`src/hdl/clce_ram.sv`:
```
// Generic single-port RAM with registered read.
`timescale 1ns / 1ps
`default_nettype none
module clce_ram #(
    parameter int Width = 8,
    parameter int Depth = 256
) (
    input  wire logic                     i_clk,
    input  wire logic                     i_we,
    input  wire logic [$clog2(Depth)-1:0] i_addr,
    input  wire logic [Width-1:0]         i_wdata,
    output logic [Width-1:0]              o_rdata
);
    logic [Width-1:0] r_mem [Depth];
    always_ff @(posedge i_clk) begin
        if (i_we) begin
            r_mem[i_addr] <= i_wdata;
        end
        o_rdata <= r_mem[i_addr];
    end
endmodule
`default_nettype wire
```
`config.mk`:
```
export PLATFORM = sky130hd
export DESIGN_NAME = clce_ram
export DESIGN_NICKNAME = d
export VERILOG_FILES = /design/src/hdl/clce_ram.sv
export SDC_FILE = /design/constraint.sdc
export NUM_CORES = 2
export LEC_CHECK = 0
export ABC_AREA = 1
export BUFFER_PORTS_ARGS = -buffer_cell sky130_fd_sc_hd__buf_2
export CAP_MARGIN = 15
export CORE_MARGIN = 1
export CORE_UTILIZATION = 40
export DETAILED_ROUTE_END_ITERATION = 10
export PLACE_DENSITY = 0.56
export SETUP_SLACK_MARGIN = 0.02
export SKIP_LAST_GASP = 1
export SLEW_MARGIN = 15
export SYNTH_ARGS = -nofsm -noshare
export SYNTH_HDL_FRONTEND = slang
export SYNTH_SLANG_ARGS = --single-unit
```
`constraint.sdc`:
```
create_clock -name i_clk -period 1.8 [get_ports i_clk]
set_clock_uncertainty 0.05 [all_clocks]
set_input_delay 0.09 -clock i_clk [delete_from_list [all_inputs] [get_ports i_clk]]
set_output_delay 0.09 -clock i_clk [all_outputs]
set_load 0.05 [all_outputs]
```
Word level (Yosys, flattened, before mapping)
Memory sizes are Yosys's and may differ from the RTL's. A register that Yosys moved wholly into a read port is not among the register bits. Cells that the tools add are included.

Bits in registers: 0. RAM bits: 2048. Input port bits: 18. Output and inout port bits: 8. Word-level logic and storage cells: 3. Memories: 1.

Memories: r_mem (depth 256, width 8, rd ports 1, clocked after memory_dff 1, write ports 1, RTL line 14) `logic [Width-1:0] r_mem [Depth];`.

Muxes and demuxes: 2.

Operators with widths (count): 1-bit two-way mux (2).

Logic depth before layout (Yosys ltp)
Depth in word-level cells: 2. Depth in mapped cells: 15.

Least setup slack after synthesis
OpenSTA, ideal clock, no wires.

Path kind: input to register. From: in i_addr[1]. To: mem r_mem[234][0] (enable). Setup time: 0.370 ns. Arrival time: 1.560 ns. Path slack: -0.180 ns. Stages on the path: 10. Cells stage by stage: buf_4 inv_4 nor2_8 buf_4 buf_4 inv_2 nor2_1 nand2_1 clkbuf_1 nor2_1.

RTL lines: from (decl) (RTL line 10) `input wire logic [$clog2(Depth)-1:0] i_addr,`; to (decl) (RTL line 14).

Straight into the memory's write port.

==> metrics.cfg <==
[final_layout]
final_nets=8558
postLayoutCoreUtil_pct=48.79
multiInputGateArea_mm2=0.02255
n_fill_cell=18840
drive_gt1_share_pct=15.16
finalInstanceArea_mm2=0.1026
seq_area_mm2=0.06166
final_cells=11530
area_growth_syn_to_layout_pct=20.86

[clock_network]
clk_pin_slew_worst_paths_ns=0.06
postCtsSetupRepairBufs=0
clock_path_buffers=3
cts_buffers=215
cts.htree.levels=4
clock-sinks=2056
tritoncts=built
clock_latency_ns=0.87
cts_root_buffer=clkbuf_16

[die]
rows=168
coreArea_mm2=0.2102
io_pins=26
die_w_um=462.6
start_util_pct=40.37
die_height_um=462.6
die-area_mm2=0.2140

[global_routing]
grt_usage_pct=22.67
use_met3_pct=2.953
grt_first_pass_wirelength_um=363800
use_met1_pct=31.60
grt_max_degree=79
antenna_found_initial=5
use_met2_pct=37.25
grt.overflow.total=0
busiest_layer=met2
grt_pass1_vias=56380

[setup_path]
worst-path-buf-inv=1
crit_type=reg2reg
max_stage_delay_ns=0.38
crit_top_cell=nand2_1
crit_arrival_ns=2.59
crit_chain=nand2_1 > nand2_1 > nand2_1 > nand2_1 > nand2_1 > nand2_1 > o21ai_1 > nand2_2 > nor2_1 > buf_4 > nor2_1 > nor2_1 > nand2_1
cp_max_fo=1
startpoint_type=flip-flop
crit_path_top_delay_cell=edfxtp_1
worstPathRequired_ns=2.48
worst_setup_path_end_kind=flip-flop
critPathTopFamily=simple AND/OR/NAND/NOR gates

[run_status]
violations=setup timing
status=complete, but fails checks

[sta]
post-route-min-period_ns=1.907
fin_crit_sh_pct=106.0
finalWorstSetupSlack_ns=-0.1075
finalSetupTns_ns=-0.2895
worst_pin_slew_ns=0.9442
finalSetupViolCount=6
rsz0062_at_grt=true
slew_viol_final=0
holdWs_ns=0.06113
max_freq_mhz=524.3
slew_headroom_pct=36.82
hold_viol=0

[drt]
drc=0
wire_per_inst_um=21.35
dr_total_vias=57920
drt-pass1-iter-count=6
postRouteAntennaNets=0
drt_wl_total_um=246000
vias_per_cell=5.025
drt_iter0_drc=5607

[yosys]
syn_inst=8021
yosys_warnings=0
syn_area_mm2=0.08486
ys_types=18
ys_seq_elements=2056
synth_area_per_cell_um2=10.58
synth_nets=8039
ys_seq_area_share_pct=72.66

[power]
max-vdd-ir-drop_v=0.001023
switching_power_mw=23.69
power_mw=103.1
power_density_mw_per_mm2=1005
seqPwrFrac_pct=51.3
leakagePower_nw=40.85
p_clk_share_pct=41.9
p_sw_share_pct=22.99
intPower_mw=79.36
pwr-share-comb_pct=6.8

[placed_design]
place.gp.congestion=0.8740
place_inst=11120
dpl.hpwl_um=156600
io_buffers=25
place_area_mm2=0.09504
dp_worst_setup_slack_ns=-1.002

[flow_run]
max_cap_violations=0

[hold_path]
worstHoldPathType=in2reg

## power groups by stage
stage / Sequential, mW / Combinational, mW / Clock, mW
5_1_grt: 52.8 / 7.64 / 45.6
6_report: 52.8 / 7.05 / 43.2
4_1_cts: 52.8 / 7.02 / 43.8
2_1_floorplan: 53.9 / 3.05 / 0
3_3_place_gp: 53.8 / 6.83 / 0
3_5_place_dp: 53.8 / 6.85 / 0
## routing by layer
| layer | vias to the layer above | part of all wire [%] |
|---|---|---|
| li1 | 27450 | - |
| met1 | 28420 | 44 |
| met2 | 1688 | 48 |
| met3 | 354 | 5.6 |
| met4 | 0 | 2.7 |
| met5 | - | 0 |
## synthesized netlist by cell type
cell type	number	area, um^2
nor2_1	361	1355
o21ai_1	119	595.6
buf_1	52	195.2
buf_4	6	45.04
nand2_1	4770	17900
nand2_4	1	11.26
a21oi_1	32	160.2
buf_6	7	78.83
inv_4	2	12.51
edfxtp_1	2048	61500
buf_2	182	910.9
nor2_8	1	20.02
clkbuf_1	170	638.1
o21ai_0	41	205.2
inv_1	31	116.4
nand3_1	188	940.9
inv_2	2	7.510
dfxtp_1	8	160.2
## worst paths after layout
path                                from                       to  slack (ns)  cells after the start
setup / recovery  r_mem[20][6]$_DFFE_PP_       o_rdata[6]$_DFF_P_       -0.11                     13
hold / removal                 i_addr[4]  r_mem[196][7]$_DFFE_PP_        0.06                      5
setup reg to reg  r_mem[20][6]$_DFFE_PP_       o_rdata[6]$_DFF_P_       -0.11                     13
hold reg to reg   r_mem[94][7]$_DFFE_PP_       o_rdata[7]$_DFF_P_        0.91                     10
## flip-flops by register name (all words and copies together), names as in the netlist
name	count
o_rdata	8
r_mem	2048
## cell families after synthesis
| logic type | share of synthesized area [%] |
|---|---|
| buf+inv | 2.362 |
| simple gates | 23.84 |
| flops | 72.66 |
| compound gates | 1.132 |
## layout by cell type (no fill, tap or decap), types with 29 or more instances in the layout
cell type,netlist,final
a21oi_1,32,32
clkbuf_1,170,52
nor2_4,0,83
edfxtp_1,2048,2048
clkinv_1,0,49
o21ai_2,0,35
buf_12,0,191
buf_4,6,493
nor2_2,0,86
nand3_1,188,182
nor2_1,361,192
nand2_1,4770,4677
inv_1,31,29
clkinv_2,0,42
clkbuf_16,0,215
o21ai_1,119,95
nand2_2,0,84
## worst register-to-register path, delay by kind of cell (launching register included)
kind | cells | cell delay (ns)
buf+inv | 1 | 0.11
flops | 1 | 0.38
simple gates | 11 | 0.97
compound gates | 1 | 0.26
## timing repair
item	in CTS	in global routing
resized for setup	130	82
hold endpoints to repair	2050	0
hold buffers	10	0
gates cloned	0	0
pin swaps	49	69
endpoints found under the setup margin	13	8
## final cells by class
| class | count | area share [%] |
|---|---|---|
| repair buffers | 719 | 7.685 |
| flip-flops and latches | 2056 | 60.12 |
| diodes | 3 | 0.007320 |
| well taps | 2805 | 3.422 |
| inverters | 35 | 0.1610 |
| clock buffers | 271 | 5.490 |
| clock inverters | 124 | 1.125 |
| multi-input cells | 5513 | 21.98 |
Power figures use the tool's default switching activity.
